File: config.mk
export PLATFORM = sky130hd
export DESIGN_NAME = eight_bit_alu_with_flags
export DESIGN_NICKNAME = d
export VERILOG_FILES = /design/src/sv/ebalu_pkg.sv /design/src/sv/ebalu_core.sv /design/src/sv/eight_bit_alu_with_flags.sv
export SDC_FILE = /design/constraint.sdc
export NUM_CORES = 1
export LEC_CHECK = 0
export BUFFER_PORTS_ARGS = -buffer_cell sky130_fd_sc_hd__buf_2
export CAP_MARGIN = 5
export CELL_PAD_IN_SITES_DETAIL_PLACEMENT = 1
export CELL_PAD_IN_SITES_GLOBAL_PLACEMENT = 1
export CORE_AREA = 2 2 190 192
export CTS_CLUSTER_SIZE = 14
export DETAILED_ROUTE_END_ITERATION = 7
export DIE_AREA = 0 0 192 194
export GPL_ROUTABILITY_DRIVEN = 1
export HOLD_SLACK_MARGIN = 0.05
export PLACE_DENSITY_LB_ADDON = 0.1
export SLEW_MARGIN = 20
export SYNTH_ARGS = -nofsm -noshare
export SYNTH_HDL_FRONTEND = slang
export SYNTH_SLANG_ARGS = --single-unit
File: constraint.sdc
create_clock -name clock -period 3.9 [get_ports clock]
set_clock_uncertainty 0.05 [all_clocks]
set_input_delay 0.195 -clock clock [delete_from_list [all_inputs] [get_ports clock]]
set_output_delay 0.195 -clock clock [all_outputs]
set_load 0.03 [all_outputs]
File: src/sv/ebalu_pkg.sv
// Shared definitions for the eight-bit ALU with flags: operation codes,
// flag bit positions, reset values and the packed transaction layouts.
// Depends on nothing; used by ebalu_core and eight_bit_alu_with_flags.
package ebalu_pkg;

   // Operation codes carried in the command field.
   localparam logic [4:0] CmdAdd    = 5'd0;
   localparam logic [4:0] CmdAdc    = 5'd1;
   localparam logic [4:0] CmdSub    = 5'd2;
   localparam logic [4:0] CmdSbc    = 5'd3;
   localparam logic [4:0] CmdAnd    = 5'd4;
   localparam logic [4:0] CmdXor    = 5'd5;
   localparam logic [4:0] CmdOr     = 5'd6;
   localparam logic [4:0] CmdCp     = 5'd7;
   localparam logic [4:0] CmdInc    = 5'd8;
   localparam logic [4:0] CmdDec    = 5'd9;
   localparam logic [4:0] CmdDaa    = 5'd10;
   localparam logic [4:0] CmdRlca   = 5'd11;
   localparam logic [4:0] CmdRrca   = 5'd12;
   localparam logic [4:0] CmdRla    = 5'd13;
   localparam logic [4:0] CmdRra    = 5'd14;
   localparam logic [4:0] CmdRlc    = 5'd15;
   localparam logic [4:0] CmdRrc    = 5'd16;
   localparam logic [4:0] CmdRl     = 5'd17;
   localparam logic [4:0] CmdRr     = 5'd18;
   localparam logic [4:0] CmdSla    = 5'd19;
   localparam logic [4:0] CmdSra    = 5'd20;
   localparam logic [4:0] CmdSll    = 5'd21;
   localparam logic [4:0] CmdSrl    = 5'd22;
   localparam logic [4:0] CmdBit    = 5'd23;
   localparam logic [4:0] CmdSet    = 5'd24;
   localparam logic [4:0] CmdRes    = 5'd25;
   localparam logic [4:0] CmdAdd16  = 5'd26;
   localparam logic [4:0] CmdAdc16  = 5'd27;
   localparam logic [4:0] CmdSbc16  = 5'd28;
   localparam logic [4:0] CmdLoadAf = 5'd29;

   // Flag register bit positions, S Z Y H X P/V N C from bit 7 down.
   localparam int unsigned FlagS = 7;
   localparam int unsigned FlagZ = 6;
   localparam int unsigned FlagY = 5;
   localparam int unsigned FlagH = 4;
   localparam int unsigned FlagX = 3;
   localparam int unsigned FlagP = 2;
   localparam int unsigned FlagN = 1;
   localparam int unsigned FlagC = 0;

   localparam logic [7:0] AccReset  = 8'hFF;
   localparam logic [7:0] FlagReset = 8'hFF;

   localparam int unsigned ReqDataWidth = 64;
   localparam int unsigned RspDataWidth = 64;

   // Input transaction; the last member sits in the lowest bits.
   typedef struct packed {
      logic [7:0]  addr_high;
      logic        addr_valid;
      logic [15:0] dest16;
      logic [15:0] operand16;
      logic [2:0]  bit_index;
      logic [7:0]  operand8;
      logic [4:0]  command;
   } req_item_type;

   // Result transaction; the last member sits in the lowest bits.
   typedef struct packed {
      logic        wz_valid;
      logic [15:0] wz_out;
      logic [15:0] result16;
      logic [7:0]  result8;
      logic [7:0]  flags_out;
      logic [7:0]  acc_out;
   } rsp_item_type;

   localparam int unsigned ReqPad = ReqDataWidth - $bits(req_item_type);
   localparam int unsigned RspPad = RspDataWidth - $bits(rsp_item_type);

endpackage

File: src/sv/ebalu_core.sv
// Combinational datapath of the eight-bit ALU: computes one result
// transaction from one input transaction and the current A and F.
// Depends on ebalu_pkg.
module ebalu_core (
   input  ebalu_pkg::req_item_type item,
   input  logic [7:0]              acc,
   input  logic [7:0]              flags,
   output ebalu_pkg::rsp_item_type result
);

   function automatic logic [7:0] sz53(input logic [7:0] r);
      logic [7:0] f;
      begin
         f = '0;
         f[ebalu_pkg::FlagS] = r[7];
         f[ebalu_pkg::FlagZ] = (r == 8'h00);
         f[ebalu_pkg::FlagY] = r[5];
         f[ebalu_pkg::FlagX] = r[3];
         return f;
      end
   endfunction

   function automatic logic [7:0] sz53p(input logic [7:0] r);
      logic [7:0] f;
      begin
         f = sz53(r);
         f[ebalu_pkg::FlagP] = ~^r;
         return f;
      end
   endfunction

   logic [4:0]  cmd;
   logic [7:0]  a, v, f, keep, r8, corr, na, xy_src;
   logic [8:0]  t9;
   logic [16:0] t17;
   logic [15:0] d, w, r16, wz;
   logic        wzv, cin, is_sub, carry8, is_sub16, carry16, cy, c, tb, nf;
   logic [7:0]  af;

   always_comb begin
      cmd  = item.command;
      v    = item.operand8;
      d    = item.dest16;
      w    = item.operand16;
      a    = acc;
      f    = flags;
      cin  = flags[ebalu_pkg::FlagC];
      keep = flags & 8'hC4;   // S, Z and P/V survive the rotates and ADD16
      r8   = '0;
      r16  = '0;
      wz   = '0;
      wzv  = 1'b0;
      c    = 1'b0;
      corr = '0;
      na   = '0;
      cy   = 1'b0;
      nf   = 1'b0;
      tb   = 1'b0;

      // Shared 8-bit adder for ADD, ADC, SUB, SBC and CP.
      is_sub = (cmd == ebalu_pkg::CmdSub) || (cmd == ebalu_pkg::CmdSbc)
               || (cmd == ebalu_pkg::CmdCp);
      carry8 = ((cmd == ebalu_pkg::CmdAdc) || (cmd == ebalu_pkg::CmdSbc)) ? cin : 1'b0;
      if (is_sub) begin
         t9 = {1'b0, acc} - {1'b0, v} - {8'b0, carry8};
      end else begin
         t9 = {1'b0, acc} + {1'b0, v} + {8'b0, carry8};
      end
      af = '0;
      af[ebalu_pkg::FlagN] = is_sub;
      af[ebalu_pkg::FlagC] = t9[8];
      af[ebalu_pkg::FlagH] = acc[4] ^ v[4] ^ t9[4];
      af[ebalu_pkg::FlagP] = is_sub ? ((acc[7] ^ v[7]) & (acc[7] ^ t9[7]))
                                    : (~(acc[7] ^ v[7]) & (acc[7] ^ t9[7]));

      // Shared 17-bit adder for the word operations.
      is_sub16 = (cmd == ebalu_pkg::CmdSbc16);
      carry16  = (cmd == ebalu_pkg::CmdAdd16) ? 1'b0 : cin;
      if (is_sub16) begin
         t17 = {1'b0, d} - {1'b0, w} - {16'b0, carry16};
      end else begin
         t17 = {1'b0, d} + {1'b0, w} + {16'b0, carry16};
      end

      xy_src = item.addr_valid ? item.addr_high : v;

      unique case (cmd)
         ebalu_pkg::CmdAdd, ebalu_pkg::CmdAdc, ebalu_pkg::CmdSub, ebalu_pkg::CmdSbc: begin
            a = t9[7:0];
            f = af | sz53(t9[7:0]);
         end
         ebalu_pkg::CmdAnd: begin
            a = acc & v;
            f = sz53p(acc & v);
            f[ebalu_pkg::FlagH] = 1'b1;
         end
         ebalu_pkg::CmdXor: begin
            a = acc ^ v;
            f = sz53p(acc ^ v);
         end
         ebalu_pkg::CmdOr: begin
            a = acc | v;
            f = sz53p(acc | v);
         end
         ebalu_pkg::CmdCp: begin
            // Compare keeps A; X and Y copy the operand, not the difference.
            f = af;
            f[ebalu_pkg::FlagS] = t9[7];
            f[ebalu_pkg::FlagZ] = (t9[7:0] == 8'h00);
            f[ebalu_pkg::FlagY] = v[5];
            f[ebalu_pkg::FlagX] = v[3];
         end
         ebalu_pkg::CmdInc: begin
            r8 = v + 8'd1;
            f = sz53(r8);
            f[ebalu_pkg::FlagC] = cin;
            f[ebalu_pkg::FlagH] = (r8[3:0] == 4'h0);
            f[ebalu_pkg::FlagP] = (r8 == 8'h80);
         end
         ebalu_pkg::CmdDec: begin
            r8 = v - 8'd1;
            f = sz53(r8);
            f[ebalu_pkg::FlagC] = cin;
            f[ebalu_pkg::FlagN] = 1'b1;
            f[ebalu_pkg::FlagH] = (r8[3:0] == 4'hF);
            f[ebalu_pkg::FlagP] = (r8 == 8'h7F);
         end
         ebalu_pkg::CmdDaa: begin
            nf   = flags[ebalu_pkg::FlagN];
            cy   = cin || (acc > 8'h99);
            corr = ((flags[ebalu_pkg::FlagH] || (acc[3:0] > 4'd9)) ? 8'h06 : 8'h00)
                   | (cy ? 8'h60 : 8'h00);
            na   = nf ? (acc - corr) : (acc + corr);
            f    = sz53p(na);
            f[ebalu_pkg::FlagN] = nf;
            f[ebalu_pkg::FlagC] = cy;
            f[ebalu_pkg::FlagH] = acc[4] ^ na[4];
            a    = na;
         end
         ebalu_pkg::CmdRlca, ebalu_pkg::CmdRrca, ebalu_pkg::CmdRla, ebalu_pkg::CmdRra: begin
            unique case (cmd)
               ebalu_pkg::CmdRlca: begin
                  c = acc[7];
                  a = {acc[6:0], acc[7]};
               end
               ebalu_pkg::CmdRrca: begin
                  c = acc[0];
                  a = {acc[0], acc[7:1]};
               end
               ebalu_pkg::CmdRla: begin
                  c = acc[7];
                  a = {acc[6:0], cin};
               end
               default: begin
                  c = acc[0];
                  a = {cin, acc[7:1]};
               end
            endcase
            f = keep;
            f[ebalu_pkg::FlagC] = c;
            f[ebalu_pkg::FlagY] = a[5];
            f[ebalu_pkg::FlagX] = a[3];
         end
         ebalu_pkg::CmdRlc, ebalu_pkg::CmdRrc, ebalu_pkg::CmdRl, ebalu_pkg::CmdRr,
         ebalu_pkg::CmdSla, ebalu_pkg::CmdSra, ebalu_pkg::CmdSll, ebalu_pkg::CmdSrl: begin
            unique case (cmd)
               ebalu_pkg::CmdRlc: begin
                  c  = v[7];
                  r8 = {v[6:0], v[7]};
               end
               ebalu_pkg::CmdRrc: begin
                  c  = v[0];
                  r8 = {v[0], v[7:1]};
               end
               ebalu_pkg::CmdRl: begin
                  c  = v[7];
                  r8 = {v[6:0], cin};
               end
               ebalu_pkg::CmdRr: begin
                  c  = v[0];
                  r8 = {cin, v[7:1]};
               end
               ebalu_pkg::CmdSla: begin
                  c  = v[7];
                  r8 = {v[6:0], 1'b0};
               end
               ebalu_pkg::CmdSra: begin
                  c  = v[0];
                  r8 = {v[7], v[7:1]};
               end
               ebalu_pkg::CmdSll: begin
                  c  = v[7];
                  r8 = {v[6:0], 1'b1};
               end
               default: begin
                  c  = v[0];
                  r8 = {1'b0, v[7:1]};
               end
            endcase
            f = sz53p(r8);
            f[ebalu_pkg::FlagC] = c;
         end
         ebalu_pkg::CmdBit: begin
            tb = v[item.bit_index];
            f  = '0;
            f[ebalu_pkg::FlagC] = cin;
            f[ebalu_pkg::FlagH] = 1'b1;
            f[ebalu_pkg::FlagZ] = ~tb;
            f[ebalu_pkg::FlagP] = ~tb;
            f[ebalu_pkg::FlagS] = (item.bit_index == 3'd7) && tb;
            f[ebalu_pkg::FlagY] = xy_src[5];
            f[ebalu_pkg::FlagX] = xy_src[3];
         end
         ebalu_pkg::CmdSet: begin
            r8 = v | (8'h01 << item.bit_index);
         end
         ebalu_pkg::CmdRes: begin
            r8 = v & ~(8'h01 << item.bit_index);
         end
         ebalu_pkg::CmdAdd16: begin
            r16 = t17[15:0];
            f   = keep;
            f[ebalu_pkg::FlagH] = d[12] ^ w[12] ^ t17[12];
            f[ebalu_pkg::FlagC] = t17[16];
            f[ebalu_pkg::FlagY] = t17[13];
            f[ebalu_pkg::FlagX] = t17[11];
            wz  = d + 16'd1;
            wzv = 1'b1;
         end
         ebalu_pkg::CmdAdc16, ebalu_pkg::CmdSbc16: begin
            r16 = t17[15:0];
            f   = '0;
            f[ebalu_pkg::FlagN] = is_sub16;
            f[ebalu_pkg::FlagP] = is_sub16 ? ((d[15] ^ w[15]) & (d[15] ^ t17[15]))
                                           : (~(d[15] ^ w[15]) & (d[15] ^ t17[15]));
            f[ebalu_pkg::FlagS] = t17[15];
            f[ebalu_pkg::FlagZ] = (t17[15:0] == 16'h0000);
            f[ebalu_pkg::FlagH] = d[12] ^ w[12] ^ t17[12];
            f[ebalu_pkg::FlagC] = t17[16];
            f[ebalu_pkg::FlagY] = t17[13];
            f[ebalu_pkg::FlagX] = t17[11];
            wz  = d + 16'd1;
            wzv = 1'b1;
         end
         ebalu_pkg::CmdLoadAf: begin
            a = w[15:8];
            f = w[7:0];
         end
         default: begin
            // Unused codes leave A and F as they are.
            a = acc;
            f = flags;
         end
      endcase

      result.acc_out   = a;
      result.flags_out = f;
      result.result8   = r8;
      result.result16  = r16;
      result.wz_out    = wz;
      result.wz_valid  = wzv;
   end

endmodule

File: src/sv/eight_bit_alu_with_flags.sv
// Top level of the eight-bit ALU with flags: input register, datapath,
// result register and the kept accumulator and flag register.
// Depends on ebalu_pkg and ebalu_core.
//
// This block is an 8-bit CPU arithmetic unit that owns the accumulator (A) and
// the flag register (F), both 0xFF after reset. Each request transaction names
// one operation and its operands and produces exactly one response transaction
// with the new A and F, the byte result, the word result and the memptr value.
// An accepted request is held in the input register, the whole operation is
// then done by one pass of combinational logic, and the response is held in
// the output register. While the response side is ready, the block takes one
// request per cycle, sustained: A and F are updated in the same cycle the
// result is registered, so the next request always sees the state that the
// previous one left. When the response side stalls, the input register holds
// its transaction and req_tready drops only once both registers are full.
module eight_bit_alu_with_flags (
   input  logic        clock,
   input  logic        reset,
   // Request fields from bit 0 up: command[4:0], operand8[12:5],
   // bit_index[15:13], operand16[31:16], dest16[47:32], addr_valid[48],
   // addr_high[56:49]; bits 63:57 are zero.
   input  logic [63:0] req_tdata,
   input  logic        req_tvalid,
   output logic        req_tready,
   // Response fields from bit 0 up: acc_out[7:0], flags_out[15:8],
   // result8[23:16], result16[39:24], wz_out[55:40], wz_valid[56];
   // bits 63:57 are zero.
   output logic [63:0] rsp_tdata,
   output logic        rsp_tvalid,
   input  logic        rsp_tready
);

   ebalu_pkg::req_item_type in_ff, in_in;
   ebalu_pkg::rsp_item_type out_ff, core_result;
   logic                    in_valid_ff, in_valid_in;
   logic                    out_valid_ff, out_valid_in;
   logic [7:0]              acc_ff, flag_ff;
   logic                    req_accept, out_free, advance;

   // The output register can take a new result when it is empty or its
   // current transaction leaves in this cycle.
   assign out_free   = !out_valid_ff || rsp_tready;
   assign advance    = in_valid_ff && out_free;
   assign req_tready = !in_valid_ff || advance;
   assign req_accept = req_tvalid && req_tready;

   assign in_in       = req_tdata[$bits(ebalu_pkg::req_item_type)-1:0];
   assign in_valid_in = req_accept ? 1'b1 : (advance ? 1'b0 : in_valid_ff);
   assign out_valid_in = advance ? 1'b1 : (rsp_tready ? 1'b0 : out_valid_ff);

   ebalu_core u_core (
      .item   (in_ff),
      .acc    (acc_ff),
      .flags  (flag_ff),
      .result (core_result)
   );

   always_ff @(posedge clock) begin
      if (reset) begin
         in_valid_ff  <= 1'b0;
         out_valid_ff <= 1'b0;
         acc_ff       <= ebalu_pkg::AccReset;
         flag_ff      <= ebalu_pkg::FlagReset;
      end else begin
         in_valid_ff  <= in_valid_in;
         out_valid_ff <= out_valid_in;
         if (advance) begin
            acc_ff  <= core_result.acc_out;
            flag_ff <= core_result.flags_out;
         end
      end
   end

   // Payload registers carry no reset.
   always_ff @(posedge clock) begin
      if (req_accept) begin
         in_ff <= in_in;
      end
      if (advance) begin
         out_ff <= core_result;
      end
   end

   assign rsp_tvalid = out_valid_ff;
   assign rsp_tdata  = {{ebalu_pkg::RspPad{1'b0}}, out_ff};

   // The kept A and F always match the newest registered result.
   assert property (@(posedge clock) disable iff (reset)
      advance |=> (acc_ff == out_ff.acc_out) && (flag_ff == out_ff.flags_out))
      else $error("accumulator or flags out of step with the result register");

   // Reset restores the documented A and F and empties both registers.
   assert property (@(posedge clock)
      reset |=> (acc_ff == ebalu_pkg::AccReset) && (flag_ff == ebalu_pkg::FlagReset)
                && !in_valid_ff && !out_valid_ff)
      else $error("reset state wrong");

   // A transaction waiting in the input register is neither lost nor altered.
   assert property (@(posedge clock) disable iff (reset)
      (in_valid_ff && !advance) |=> in_valid_ff && $stable(in_ff))
      else $error("input register lost a waiting transaction");

   // Word fields are zero unless a word operation wrote them.
   assert property (@(posedge clock) disable iff (reset)
      (out_valid_ff && !out_ff.wz_valid) |-> (out_ff.wz_out == 16'h0000)
                                             && (out_ff.result16 == 16'h0000))
      else $error("word result reported without a word operation");

endmodule

# Yosys cells after proc, flatten, opt, wreduce, memory -nomap -nowiden
# Index checks and enable logic that the tools add are counted.
dict set report totals {
  regBits 130
  output_inout_bits 66
  elab_cells 153
}
dict set report classes {
  add_sub_neg 13
  n_lt_le_gt_ge 3
  eq_ne 33
  n_shift 1
  muxes 25
  bitwise_logic 24
  n_reduce_logical 37
}
# cell n
set op_table {}
lappend op_table {{case mux 8 bit (14 select lines)} 1}
lappend op_table {{case mux 8 bit (7 select lines)} 2}
lappend op_table {{== test 5 bit (second input constant)} 14}
lappend op_table {{zero test 8 bit} 8}
lappend op_table {{== test 5 x 4 -> 1 bit (second input constant)} 8}
lappend op_table {{case mux 8 bit (5 select lines)} 1}
lappend op_table {{XNOR reduction 8 bit} 5}
lappend op_table {{bitwise OR 8 bit} 3}
lappend op_table {{case mux 8 bit (3 select lines)} 1}
lappend op_table {{== test 5 x 3 -> 1 bit (second input constant)} 4}
lappend op_table {{adder 16 x 16 -> 17 bit} 1}
lappend op_table {{adder 17 x 1 -> 17 bit} 1}
lappend op_table {{two-way mux 17 bit} 1}
lappend op_table {{subtractor 16 x 16 -> 17 bit} 1}
lappend op_table {{subtractor 17 x 1 -> 17 bit} 1}
lappend op_table {{adder 16 x 1 -> 16 bit (second input constant)} 1}
lappend op_table {{bitwise AND 8 bit} 2}
lappend op_table {{zero test 16 bit} 1}
lappend op_table {{two-way mux 8 bit} 2}
lappend op_table {{two-way mux 1 bit} 12}
lappend op_table {{OR reduction 4 bit} 3}
lappend op_table {{== test 5 x 2 -> 1 bit (second input constant)} 2}
lappend op_table {{adder 8 x 8 -> 9 bit} 1}
lappend op_table {{adder 9 x 1 -> 9 bit} 1}
lappend op_table {{other kinds (35)} 59}

# Logic depth before layout (Yosys ltp)
# Gate-level depths: netlist (run 1).
dict set report logic_depth {
  ltp_word 10
  mapped_depth 20
}

# Cells and area by module
# From an unflattened synthesis (run 1), not the netlist that was laid out.
dict set report unflattened {
  hier_cells 1155
  area_unflattened_um2 10834.1
}
# mod instances cells_each area_each_um2 seq_area_each_um2
set modules_own_cells {}
lappend modules_own_cells {ebalu_core 1 967 6653.9 0.0}
lappend modules_own_cells {eight_bit_alu_with_flags 1 188 4180.3 3783.6}

# Worst setup path before layout (run 1)
# Ideal clock, no wire load.
dict set report synth_path {
  path_kind {register to register}
  from {reg in_ff[2] (netlist name)}
  to {reg flag_ff[7]}
  setup_time_ps 120
  arrival_ps 4028
  required_ps 3730
  slack_ps -298
  path_stages_with_launch 17
  n_path_buf 3
  synth_period_minus_slack_ps 4198
  cell_sequence {edfxtp_1 > clkbuf_1 > buf_2 > clkbuf_1 > nor3_1 > nand3_1 > fa_1 > ha_1 > a211oi_2 > o21ai_1 > a21o_1 > a21oi_1 > xnor2_1 > o21ai_0 > nor2_1 > or4b_4 > o31a_1}
}
# element line
set synth_lines {}
lappend synth_lines {{from (decl)} eight_bit_alu_with_flags.sv:33} ;# ebalu_pkg::req_item_type in_ff, in_in;
lappend synth_lines {{from (signal assigned)} eight_bit_alu_with_flags.sv:77} ;# in_ff <= in_in;
lappend synth_lines {{to (signal assigned)} eight_bit_alu_with_flags.sv:63} ;# flag_ff <= ebalu_pkg::FlagReset;
lappend synth_lines {{to (signal assigned)} eight_bit_alu_with_flags.sv:69} ;# flag_ff <= core_result.flags_out;
lappend synth_lines {{to (decl)} eight_bit_alu_with_flags.sv:37} ;# logic [7:0] acc_ff, flag_ff;

==> results of run 1 <==
final timing paths:
kind | slack, ns | to
setup / recovery | -0.19 | rsp_tdata[10]$_DFFE_PP_
hold / removal | 0.07 | acc_ff[6]$_SDFFE_PP1P_
setup reg to reg | -0.19 | rsp_tdata[10]$_DFFE_PP_
hold reg to reg | 0.42 | flag_ff[5]$_SDFFE_PP1P_
routing by layer:
metal	vias up	share of wire	GRT usage
li1	4682	-	-
met1	4892	0.43	0.271
met2	178	0.51	0.395
met3	45	0.032	0.0357
met4	0	0.026	0.0650
met5	-	0	0
state kept, by name (all words and copies together) (netlist names):
name         flops
flag_ff          8
rsp_tdata       57
acc_ff           8
rsp_tvalid       1
in_valid_ff      1
in_ff           51
cell usage in the layout (no fill, tap or decap), types with 8 or more instances in the layout:
cell	synthesis	layout
nor2_1	97	94
dfxtp_1	18	16
nor3_1	24	23
xnor2_1	61	56
o211ai_1	17	17
buf_2	3	113
clkbuf_16	0	17
mux2i_1	18	16
and3_1	12	12
a21oi_1	64	58
nand3_1	35	34
a31oi_1	15	13
nand2_1	79	75
inv_1	100	96
buf_4	7	116
ha_4	0	8
ha_1	111	100
o22ai_1	18	16
and2_1	10	9
dlygate4sd3_1	0	55
a21o_1	16	16
or3_1	12	11
xor2_1	18	16
nand4_1	12	12
a221oi_1	14	13
nand2b_1	16	16
edfxtp_1	108	108
o21ai_0	52	43
nor2b_1	9	9
area by class of cell:
type | count | area [um^2] | area share
clock buffers | 18 | 439 | 0.0316
clock inverters | 14 | 180 | 0.0130
inverters | 102 | 384 | 0.0277
multi-input cells | 864 | 6690 | 0.482
flip-flops and latches | 126 | 3610 | 0.260
well taps | 461 | 577 | 0.0416
repair buffers | 285 | 2000 | 0.144
what timing repair did:
item | 4_1_cts | 5_1_grt
setup endpoints to repair | 16 | 22
resized for setup | 30 | 54
buffers inserted | 3 | 17
hold buffers | 55 | 0
pin swaps | 26 | 51
hold endpoints to repair | 53 | 0
power groups by stage:
stage                     registers (uW)  clock network, uW  logic, uW
after floorplan                     1710                  0        964
after global placement              1660                  0       1620
after detailed placement            1660                  0       1630
after CTS                           1630               1750       1730
after global routing                1640               1800       2090
final                               1630               1710       1930
kinds of logic (layout without fill, tap and decap cells):
| family | after synthesis | after routing | share of synthesized area |
|---|---|---|---|
| compound gates | 294 | 294 | 0.192 |
| xor+xnor | 79 | 79 | 0.0663 |
| fa+ha+maj | 119 | 119 | 0.148 |
| buf+inv | 159 | 419 | 0.0600 |
| flops | 126 | 126 | 0.345 |
| mux | 22 | 22 | 0.0237 |
| other cells | 1 | 7 | 0.000359 |
| simple gates | 343 | 343 | 0.164 |
critical path, cell delays in order, from the launching register on:
cell,delay (ns)
dfxtp_2,0.32
o21a_1,0.21
a211o_1,0.28
a21oi_2,0.22
ha_4,0.23
inv_2,0.05
o21ai_2,0.06
ha_4,0.27
o21ai_1,0.10
nand2b_1,0.13
xnor2_2,0.25
ha_4,0.27
xor2_4,0.16
xnor2_2,0.16
o22ai_2,0.10
a221oi_2,0.21
o2111ai_2,0.17
a211oi_2,0.27
o21ai_1,0.15
a21oi_2,0.15
nor2_1,0.05
through the flow:
stage | instance area (um^2) | power [uW] | worst slack, ns | instances | util
floorplan | 10500 | 2680 | -0.0757 | 1149 | -
global placement | 12100 | 3280 | -0.250 | 1763 | 0.344
detailed placement | 12100 | 3290 | -0.466 | 1763 | 0.344
CTS | 13500 | 5120 | -0.245 | 1853 | 0.382
global route | 13900 | 5530 | -0.357 | 1870 | 0.394
finish | 13900 | 5270 | -0.189 | 1870 | 0.394
==> impl_results.md, run 1 <==
- EDFF count, synth: ~110
- P_sw: 1830 uW
- TritonCTS clock tree: yes
- First-pass GRT wire length: ~62000 um
- Number of global-route vias before repair: about 10000
- Area share of the largest cell type after synthesis: 0.311
- Status: finished, violations left
- Iter 0 DRT Violations: between 600 and 700
- Kind of critical path: flop to flop
- DR WL/cell: 21.9 um
- Sequential element share of the synthesized area: 0.345
- Startpoint types: flop
- Area of the die: between 0.03 and 0.04 mm^2
- Final Cycle Share: 1.05
- Fillers: 4069
- # nets final: between 1500 and 2000
- Max-Cap Viols: 0
- Highest clock rate: 245 MHz
- Num rows: 69
- Total CTS buffers: 17
- Congestion Overflow GR: 0
- Fin crit period: 4.09 ns
- Worst path arrival time: 4.23 ns
- Final WS setup: -0.189 ns
- #FFs+latches synth: ~130
- ANT cells: 0
- Die height: 194 um
- Final Max Tran Viols: 0
- Total wire length: 40900 um
- Via Count: 9797
- Routed vias/inst: 5.24
- Slew @ Worst Pin: around 0.86 ns
- Setup TNS: -0.375 ns
- Type of the worst min-delay path: input port to flop
- I/O Pins: 134
- Unrepaired setup endpoints after global routing: true
- Final hold violation count: 0
- WHS: 0.0660 ns
- Max-slew headroom: 0.429
- H-tree levels: 4
- Clock root buffer master: clkbuf_16
- Top FF cell, synth: edfxtp_1
- P&R area growth vs syn: 32.9%
- Ys Warns: 0
- Worst Path Required: a little over 4 ns
- Syn Area/Cell: roughly 9 um^2
- Detail Placement HPWL: 31700 um
- Netlist cell types: 86
- Clk pin slew, worst setup/hold paths: roughly 0.06 ns
- Critical path endpoint category: flop
- Hold path start: reset
- Reg2reg path depth: 20
- Total routing usage reported by global routing: 0.221
- Power Internal: 3440 uW
- Leak: 0.00583 uW
- Fraction of power spent switching nets: 0.348
- Skew-Pair Late Insertion Delay: around 0.44 ns
- Largest net degree at the start of global routing: 40
- Longest Clk Path Bufs: 2
- Clock tree sinks: 126
- Combinational cell fraction of total power: 0.366
- Ys async rst share: 0
- Clock share of power: 0.324
- DRT Pass-1 Iters: 4
- Max VDD drop: 0.321 mV
- Core region area: 0.0352 mm^2
- Starting Density: 0.296
- Dominant cell by count in the synthesized netlist: ha_1
- Failing checks: negative setup slack
- Synth top area cells: edfxtp_1 (31%), ha_1 (13%), xnor2_1 (5.1%)
- Gpl congestion: 0.911
- Setup violators final: 3
- Worst r2r src: acc_ff[1]$_SDFFE_PP1P_
- Mapped cell area: 0.0104 mm^2
- Worst Hold Depth: 2
- Critical Path Fanout Max: 3
- Drt drc: 0
- Post-Syn Instances: 1143
- Die X-Extent: 192 um
- Ratio of cells with drive above 1 in the final layout: 0.252
- Post-route ant nets: 0
- Initial antenna violation count: 0
- Crit path from: acc_ff[1]$_SDFFE_PP1P_
- Port Buffers: 113
- PwrDens: 380 mW/mm^2
- Seq pwr share: 0.310
- Synth area leader: edfxtp_1
- Commonest cells in the netlist: ha_1 (111), edfxtp_1 (108), inv_1 (100)
(Power assumes the default switching activity.)
==> run 2: changes to the inputs <==
- BUFFER_PORTS_ARGS: -buffer_cell sky130_fd_sc_hd__buf_2 -> unset
- CORE_AREA: 2 2 190 192 -> 2 2 267 137
- DIE_AREA: 0 0 192 194 -> 0 0 269 139
- DONT_BUFFER_PORTS: unset -> 1
==> run 2 against run 1 <==
  * The run still ends with negative setup slack left
  * Routed wire length grew 10%
  * Sequential share of layout area grew 0.98 points
  * Design area shrank 3.6%
  * Critical path type unchanged
  * Highest routed layer unchanged
==> impl_results.md, run 2 (synthesis gave the netlist of run 1 again) <==
- Commonest non-fill, non-tap cells in the layout: buf_4 (129), edfxtp_1 (108), ha_1 (106)
- Total wire length: 45200 um
- Highest routed layer: met4
- Post-Place Setup Slack: -0.406 ns
- Starting Density: 0.296
- Congestion Overflow GR: 0
- Critical path endpoint category: flop
- Via Count: 9610
- Kind of critical path: flop to flop
- Clock root buffer master: clkbuf_16
- Highest clock rate: around 240 MHz
- Final Max Tran Viols: 0
- Routed vias/inst: 5.37
- Ratio of cells with drive above 1 in the final layout: 0.193
- Status: finished, violations left
- Unrepaired setup endpoints after global routing: true
- P&R area growth vs syn: 28.1%
- Detail Placement HPWL: 36200 um
- Max-Cap Viols: 0
- Critical Path Fanout Max: 2
- Failing checks: negative setup slack
- Total routing usage reported by global routing: 0.243
- DRT Pass-1 Iters: 7
- Clock tree sinks: 126
- ANT cells: 0
- Clk pin slew, worst setup/hold paths: about 0.060 ns
- Max VDD drop: roughly 0.26 mV
- PwrDens: about 400 mW/mm^2
- Longest Clk Path Bufs: 2
- Worst path arrival time: 4.24 ns
- # nets final: 1482
- Num rows: 49
- Post-route cell area: 0.0134 mm^2
- Most common cell after layout, fill and taps aside: buf_4
- Port Buffers: 0
- Skew-Pair Late Insertion Delay: 0.45 ns
- Largest register FFs: 57
- Post-route ant nets: 0
- Final Cycle Share: 1.05
- Core region area: 0.0353 mm^2
- I/O Pins: approximately 130
- Die X-Extent: 269 um
- Worst Path Required: 4.04 ns
- Total chip power: about 5300 uW
- Fin crit period: 4.10 ns
- Type of the worst min-delay path: input port to flop
- DR WL/cell: 25.2 um
- Die height: 139 um
- Drt drc: 0
- TritonCTS clock tree: yes
- Initial antenna violation count: 2
- Gpl congestion: 0.917
- Area of the die: 0.0374 mm^2
- Max-slew headroom: 0.288
- Largest net degree at the start of global routing: 32
- Startpoint types: flop
- Iter 0 DRT Violations: 983
- Setup violators final: 4
- Met1 wire length: approximately 25000 um
- Number of global-route vias before repair: 9611
- H-tree levels: 4
- Slew @ Worst Pin: 1.07 ns
- Final WS setup: -0.200 ns
- Met2 wire len: about 15000 um
- Placed Area: 0.0117 mm^2
- Final hold violation count: 0
- Routed wl met3: about 4900 um
- First-pass GRT wire length: ~66000 um
- Leak: 0.00545 uW
- Total CTS buffers: 17
==> run 2: cell count changes in the layout (fill, tap and decap cells not counted), sizes merged <==
cell         before  now
buf             230  130
clkinvlp          2    4
inv             103  101
clkinv            8    7
dlygate4sd3      55   54
==> run 2: area by class of cell <==
type	instances	area [um^2]
fill	4063	21900
clock inverter	13	165
tap	484	606
timing repair buffer	184	1530
clock buffer	18	439
sequential	126	3610
inverter	102	384
multi-input combinational	864	6650
==> run 2: worst paths after layout <==
kind / from / to / slack, ns / cells after the start
setup / recovery: acc_ff[1]$_SDFFE_PP1P_ / rsp_tdata[10]$_DFFE_PP_ / -0.20 / 20
hold / removal: reset / acc_ff[7]$_SDFFE_PP1P_ / 0.1 / 2
setup reg to reg: acc_ff[1]$_SDFFE_PP1P_ / rsp_tdata[10]$_DFFE_PP_ / -0.20 / 20
hold reg to reg: flag_ff[5]$_SDFFE_PP1P_ / flag_ff[5]$_SDFFE_PP1P_ / 0.44 / 2
==> run 2: through the flow <==
step	hold slack (ns)	util	std cells	TNS, ns
6_report	0.0964	0.379	1791	-0.401
5_1_grt	0.125	0.379	1791	-1.72
4_1_cts	0.0585	0.368	1777	-0.549
3_5_place_dp	0.221	0.332	1686	-2.42
3_3_place_gp	0.221	0.332	1686	-1.09
2_1_floorplan	0.244	-	1149	-0.136
==> run 2: timing repair <==
action	CTS	global route
setup buffers	6	15
resized for setup	25	57
hold buffers	54	0
hold endpoints to repair	58	0
pin swaps	25	44
endpoints found under the setup margin	18	24
==> run 2: worst max-delay path, cell delays in order (launching register included) <==
cell and delay [ns]:
dfxtp_2 0.32, o21a_1 0.21, a211o_1 0.33, a21oi_2 0.18, buf_4 0.14, nand2_2 0.06, o21ai_1 0.10, ha_1 0.26
buf_4 0.16, a31oi_4 0.20, xnor2_2 0.15, ha_1 0.29, xor2_2 0.22, xnor2_2 0.14, o22ai_1 0.09, a221oi_1 0.24
o2111ai_1 0.17, a211oi_2 0.21, o21ai_1 0.12, a21oi_2 0.14, nor2_1 0.06
==> run 2: where the power goes <==
group	total [uW]	internal (uW)	switching, uW
clock network	1710	1020	685
logic	1850	801	1050
registers	1710	1570	146
==> run 2: per-layer routing <==
layer / vias up / global-route usage
li1: 4477 / -
met1: 4724 / 0.415
met2: 390 / 0.269
met3: 19 / 0.0918
met4: 0 / 0.0333
met5: - / 0
